[src/design/ssoc_pkg.sv]
// ssoc_pkg: shared constants, opcodes, sequencer states and status struct
// for the sorted set overlap counter; depends on nothing
package ssoc_pkg;

  localparam int MAX_LEN  = 1024;
  localparam int ID_WIDTH = 32;
  localparam int ADDR_W   = $clog2(MAX_LEN);
  localparam int LEN_W    = $clog2(MAX_LEN + 1);
  localparam int COMMON_W = 11;
  localparam int UNION_W  = 12;

  typedef enum logic [1:0] {
    OP_APPEND_A = 2'd0,
    OP_APPEND_B = 2'd1,
    OP_COMPUTE  = 2'd2,
    OP_NONE     = 2'd3
  } opcode_t;

  typedef enum logic [3:0] {
    ST_IDLE,
    ST_C_RD,
    ST_C_CMP,
    ST_U_RD,
    ST_U_CMP,
    ST_SA_RD,
    ST_SA_CMP,
    ST_SB_RD,
    ST_SB_CMP,
    ST_DONE
  } merge_state_t;

  typedef struct packed {
    logic busy;
    logic done;
  } merge_stat_t;

endpackage

[src/design/ssoc_merge.sv]
// ssoc_merge: two-pointer merge sequencer around one shared comparator,
// an intersection pass followed by a union pass; depends on ssoc_pkg
module ssoc_merge (
  input  logic                           clk,
  input  logic                           rst,
  input  logic                           start,
  input  logic [ssoc_pkg::LEN_W-1:0]     len_a,
  input  logic [ssoc_pkg::LEN_W-1:0]     len_b,
  input  logic [ssoc_pkg::ID_WIDTH-1:0]  data_a,
  input  logic [ssoc_pkg::ID_WIDTH-1:0]  data_b,
  output logic [ssoc_pkg::ADDR_W-1:0]    addr_a,
  output logic [ssoc_pkg::ADDR_W-1:0]    addr_b,
  output logic [ssoc_pkg::COMMON_W-1:0]  common,
  output logic [ssoc_pkg::UNION_W-1:0]   uni,
  output ssoc_pkg::merge_stat_t          stat
);

  ssoc_pkg::merge_state_t state, state_next;

  logic [ssoc_pkg::LEN_W-1:0]    pa, pa_next;
  logic [ssoc_pkg::LEN_W-1:0]    pb, pb_next;
  logic [ssoc_pkg::COMMON_W-1:0] common_next;
  logic [ssoc_pkg::UNION_W-1:0]  uni_next;
  logic [ssoc_pkg::ID_WIDTH-1:0] run_val, run_val_next;
  logic                          also_a, also_a_next;

  logic [ssoc_pkg::ID_WIDTH-1:0] cmp_x, cmp_y;
  logic                          cmp_eq, cmp_lt, cmp_gt;
  logic                          has_a, has_b;

  assign has_a = pa < len_a;
  assign has_b = pb < len_b;
  assign addr_a = pa[ssoc_pkg::ADDR_W-1:0];
  assign addr_b = pb[ssoc_pkg::ADDR_W-1:0];

  // shared comparator
  always_comb begin
    case (state)
      ssoc_pkg::ST_SA_CMP: begin
        cmp_x = data_a;
        cmp_y = run_val;
      end
      ssoc_pkg::ST_SB_CMP: begin
        cmp_x = data_b;
        cmp_y = run_val;
      end
      default: begin
        cmp_x = data_a;
        cmp_y = data_b;
      end
    endcase
    cmp_eq = cmp_x == cmp_y;
    cmp_lt = cmp_x < cmp_y;
    cmp_gt = !cmp_eq && !cmp_lt;
  end

  // next state
  always_comb begin
    state_next = state;
    case (state)
      ssoc_pkg::ST_IDLE: begin
        if (start) begin
          state_next = ssoc_pkg::ST_C_RD;
        end
      end
      ssoc_pkg::ST_C_RD: state_next = ssoc_pkg::ST_C_CMP;
      ssoc_pkg::ST_C_CMP: begin
        state_next = (has_a && has_b) ? ssoc_pkg::ST_C_RD : ssoc_pkg::ST_U_RD;
      end
      ssoc_pkg::ST_U_RD: state_next = ssoc_pkg::ST_U_CMP;
      ssoc_pkg::ST_U_CMP: begin
        if (has_a && has_b) begin
          state_next = cmp_lt ? ssoc_pkg::ST_SA_RD : ssoc_pkg::ST_SB_RD;
        end else if (has_a) begin
          state_next = ssoc_pkg::ST_SA_RD;
        end else if (has_b) begin
          state_next = ssoc_pkg::ST_SB_RD;
        end else begin
          state_next = ssoc_pkg::ST_DONE;
        end
      end
      ssoc_pkg::ST_SA_RD: state_next = ssoc_pkg::ST_SA_CMP;
      ssoc_pkg::ST_SA_CMP: begin
        state_next = (has_a && cmp_eq) ? ssoc_pkg::ST_SA_RD : ssoc_pkg::ST_U_RD;
      end
      ssoc_pkg::ST_SB_RD: state_next = ssoc_pkg::ST_SB_CMP;
      ssoc_pkg::ST_SB_CMP: begin
        if (has_b && cmp_eq) begin
          state_next = ssoc_pkg::ST_SB_RD;
        end else if (also_a) begin
          state_next = ssoc_pkg::ST_SA_RD;
        end else begin
          state_next = ssoc_pkg::ST_U_RD;
        end
      end
      ssoc_pkg::ST_DONE: state_next = ssoc_pkg::ST_IDLE;
      default: state_next = ssoc_pkg::ST_IDLE;
    endcase
  end

  // datapath and status
  always_comb begin
    pa_next      = pa;
    pb_next      = pb;
    common_next  = common;
    uni_next     = uni;
    run_val_next = run_val;
    also_a_next  = also_a;
    stat.busy    = 1'b1;
    stat.done    = 1'b0;
    case (state)
      ssoc_pkg::ST_IDLE: begin
        stat.busy = 1'b0;
        if (start) begin
          pa_next     = '0;
          pb_next     = '0;
          common_next = '0;
          uni_next    = '0;
        end
      end
      ssoc_pkg::ST_C_CMP: begin
        if (has_a && has_b) begin
          if (cmp_eq) begin
            common_next = common + ssoc_pkg::COMMON_W'(1);
            pa_next     = pa + ssoc_pkg::LEN_W'(1);
            pb_next     = pb + ssoc_pkg::LEN_W'(1);
          end else if (cmp_lt) begin
            pa_next = pa + ssoc_pkg::LEN_W'(1);
          end else begin
            pb_next = pb + ssoc_pkg::LEN_W'(1);
          end
        end else begin
          pa_next = '0;
          pb_next = '0;
        end
      end
      ssoc_pkg::ST_U_CMP: begin
        if (has_a || has_b) begin
          uni_next = uni + ssoc_pkg::UNION_W'(1);
        end
        also_a_next = 1'b0;
        if (has_a && has_b) begin
          if (cmp_gt) begin
            run_val_next = data_b;
            pb_next      = pb + ssoc_pkg::LEN_W'(1);
          end else if (cmp_lt) begin
            run_val_next = data_a;
            pa_next      = pa + ssoc_pkg::LEN_W'(1);
          end else begin
            run_val_next = data_a;
            pa_next      = pa + ssoc_pkg::LEN_W'(1);
            pb_next      = pb + ssoc_pkg::LEN_W'(1);
            also_a_next  = 1'b1;
          end
        end else if (has_a) begin
          run_val_next = data_a;
          pa_next      = pa + ssoc_pkg::LEN_W'(1);
        end else if (has_b) begin
          run_val_next = data_b;
          pb_next      = pb + ssoc_pkg::LEN_W'(1);
        end
      end
      ssoc_pkg::ST_SA_CMP: begin
        if (has_a && cmp_eq) begin
          pa_next = pa + ssoc_pkg::LEN_W'(1);
        end
      end
      ssoc_pkg::ST_SB_CMP: begin
        if (has_b && cmp_eq) begin
          pb_next = pb + ssoc_pkg::LEN_W'(1);
        end
      end
      ssoc_pkg::ST_DONE: stat.done = 1'b1;
      default: ;
    endcase
  end

  always_ff @(posedge clk) begin
    if (rst) begin
      state <= ssoc_pkg::ST_IDLE;
    end else begin
      state <= state_next;
    end
    pa      <= pa_next;
    pb      <= pb_next;
    common  <= common_next;
    uni     <= uni_next;
    run_val <= run_val_next;
    also_a  <= also_a_next;
  end

endmodule

[config.mk]
export PLATFORM = sky130hd
export DESIGN_NAME = ssoc_merge
export DESIGN_NICKNAME = d
export VERILOG_FILES = /design/src/design/ssoc_pkg.sv /design/src/design/ssoc_merge.sv
export SDC_FILE = /design/constraint.sdc
export NUM_CORES = 1
export LEC_CHECK = 0
export BUFFER_PORTS_ARGS = -buffer_cell sky130_fd_sc_hd__buf_4
export CORE_MARGIN = 2
export CORE_UTILIZATION = 25
export CTS_CLUSTER_SIZE = 14
export DETAILED_ROUTE_END_ITERATION = 6
export GPL_TIMING_DRIVEN = 1
export PLACE_DENSITY = 0.53
export SLEW_MARGIN = 10
export SYNTH_ARGS = -nofsm -noshare
export SYNTH_HDL_FRONTEND = slang
export SYNTH_SLANG_ARGS = --single-unit
[constraint.sdc]
create_clock -name clk -period 10.5 [get_ports clk]
set_input_delay 1.575 -clock clk [delete_from_list [all_inputs] [get_ports clk]]
set_output_delay 1.575 -clock clk [all_outputs]
set_load 0.05 [all_outputs]
==> impl_metrics.json <==
{
  "critPathCapture": "run_val[28]",
  "p_leak_nw": 3.22,
  "place_inst": 1094,
  "finalHoldViolCount": 0,
  "path_clk_slew_ns": 0.07,
  "drt_first_pass_iters": 5,
  "synthFlopType": "edfxtp_1",
  "reg2reg_depth": 13,
  "fillCellCount": 2620,
  "setup_viol": 0,
  "cp_max_fo": 32,
  "ctsRootBufferMaster": "clkbuf_16",
  "yosysSeqAreaShare_pct": 38.5,
  "dr_total_vias": 5169,
  "synth-edff-count": 78,
  "p_total_w": 0.000985,
  "worstPathRequired_ns": 10.60,
  "place_congestion": 0.810,
  "fin_area_um2": 7820,
  "grt.total_usage_pct": 12.4,
  "die_y_um": 163,
  "max-vdd-ir-drop_mv": 0.0629,
  "final_common_cell": "buf_4",
  "cts_sinks": 82,
  "min_period_ns": 4.77,
  "finalWorstSetupSlack_ns": 5.73,
  "cts_resized": 0,
  "worst_pin_slew_ns": 0.952,
  "grt_max_degree": 34,
  "place_area_um2": 7520,
  "via_per_inst": 4.66,
  "drc": 0,
  "finalCritPeriodShare_pct": 45.5,
  "hold_buffers": 0,
  "syn2layout_area_growth_pct": 24.2,
  "cts_buffer_depth": 2,
  "yosys_warnings": 0,
  "final_cell_mix": "buf_4, nand2_1, edfxtp_1",
  "worstSetupStartpointType": "register",
  "die_area_um2": 26500,
  "ys_async_sr_fraction_pct": 0,
  "start_util_pct": 25.2,
  "postCtsSetupBuffers": 0,
  "rsz0062_at_grt": "false",
  "place_ws_ns": 5.66,
  "synth_area_um2": 6290,
  "fin_skew_ns": 0.0155,
  "r2r-start": "state[2]",
  "grt_pass1_wl_mm": 25.8,
  "drive_gt1_share_pct": 26.0,
  "dpl.hpwl_mm": 12.2,
  "ant_nets": 0,
  "tritoncts.num_buffers": 9,
  "cp-startpoint": "state[2]",
  "final_nets": 920,
  "synth.top_cells.by_area": "edfxtp_1, ha_1, nand2_1",
  "worstHoldPathType": "register to register",
  "outcome": "complete, no violations",
  "htreeDepth": 3,
  "rr_endpoint": "run_val[28]",
  "drt_wl_total_mm": 16.4,
  "cts_tree": "built",
  "synth.distinct_cells": 55,
  "rows": 58,
  "wire_per_inst_um": 14.8,
  "synth_top_area_share_pct": 37.2,
  "fp.coreArea_um2": 25000,
  "finalSetupTns_ns": 0,
  "cp.arrival_ns": 4.87,
  "clock_latency_ns": 0.36,
  "slew_headroom_pct": 36.3,
  "grt_pass1_vias": 4909,
  "antenna_found_initial": 0,
  "syn_inst": 666,
  "grt_overflow": 0,
  "syn_avg_cell_area_um2": 9.45,
  "ys_ff_latch": 82,
  "power.density_nw_per_um2": 126,
  "io_buffers": 133,
  "fmax_mhz": 210,
  "io-pin-count": 134,
  "yosys.area.top_type": "edfxtp_1",
  "finalMaxSlewViolations": 0,
  "worstSetupPathType": "register to register",
  "hp-start": "uni[11]",
  "fin_cells": 1110,
  "die_w_um": 163,
  "syn_nets": 811,
  "rrSetupSlack_ns": 5.73,
  "diodes": 0,
  "maxCapViolations": 0,
  "critPathCaptureType": "register",
  "drt-initial-drc-count": 311
}
-- worst min-delay path by stage --
stage | endpoint | cells past startpoint
6_report | uni[11] | 2
5_1_grt | pa[10] | 2
4_1_cts | common[10] | 2
3_5_place_dp | common[10] | 2
3_3_place_gp | common[10] | 2
2_1_floorplan | pa[10] | 2
-- where the power goes --
part           internal, W  leakage (nW)  switching, W
clock network     0.000185         0.137      0.000143
logic             0.000104          2.30      0.000147
registers         0.000383         0.786     0.0000228
total             0.000672          3.22      0.000313
-- per-stage QoR --
| stage | utilization, % | hold slack (ns) |
|---|---|---|
| 2_1_floorplan | - | 0.583 |
| 3_3_place_gp | 30.1 | 0.606 |
| 3_5_place_dp | 30.1 | 0.606 |
| 4_1_cts | 31.3 | 0.627 |
| 5_1_grt | 31.3 | 0.668 |
| 6_report | 31.3 | 0.623 |
-- per-layer routing --
metal	GRT usage [%]	share of wire [%]	vias up
li1	-	-	2603
met1	17.6	49	2408
met2	19.3	44	143
met3	2.60	5.4	15
met4	3.10	1.1	0
met5	0	0	-
-- flip-flops by register name, indices dropped and copies added (netlist names) --
signal   count
run_val     32
state        4
pa          11
also_a       1
pb          11
uni         12
common      11
-- worst max-delay path, stage by stage, from the launching register on --
cell     delay [ns]
dfxtp_1        0.62
nand2_1        0.18
nor2_1         0.12
a21oi_1        0.07
nor2_4         0.11
buf_4          0.49
mux2i_1        0.16
ha_1           0.34
nand4_1        0.16
nor4_1         0.67
nand3_1        0.43
a31oi_4        0.30
buf_4          0.45
mux2_2         0.39
-- kinds of logic after synthesis --
group	Yosys count	synth area share (%)
AO/OA/AOI/OAI	90	9.82
XOR/XNOR	29	4.04
adder cells (fa/ha/maj)	56	11.1
buffers and inverters	70	5.73
flip-flops	82	38.5
multiplexers	67	11.3
AND/OR/NAND/NOR	272	19.4
-- Yosys cell counts (9+ instances only) --
library cell / instances
nand2_1: 132
edfxtp_1: 78
ha_1: 56
nor2_1: 53
a21oi_1: 35
mux2_2: 33
mux2i_1: 33
inv_1: 28
nand3_1: 25
buf_4: 20
clkbuf_1: 19
xor2_1: 17
and3_1: 15
o21ai_0: 14
xnor2_1: 12
nand4_1: 11
nor3_1: 9
-- cell type report --
| type | instances | area [µm²] | area share, % |
|---|---|---|---|
| multi-input combinational | 514 | 3530 | 45.1 |
| sequential | 82 | 2420 | 31.0 |
| timing repair buffer | 140 | 1050 | 13.4 |
| tap | 330 | 413 | 5.28 |
| clock buffer | 10 | 229 | 2.93 |
| inverter | 28 | 105 | 1.34 |
| clock inverter | 6 | 66.3 | 0.849 |
(Power assumes the default switching activity.)
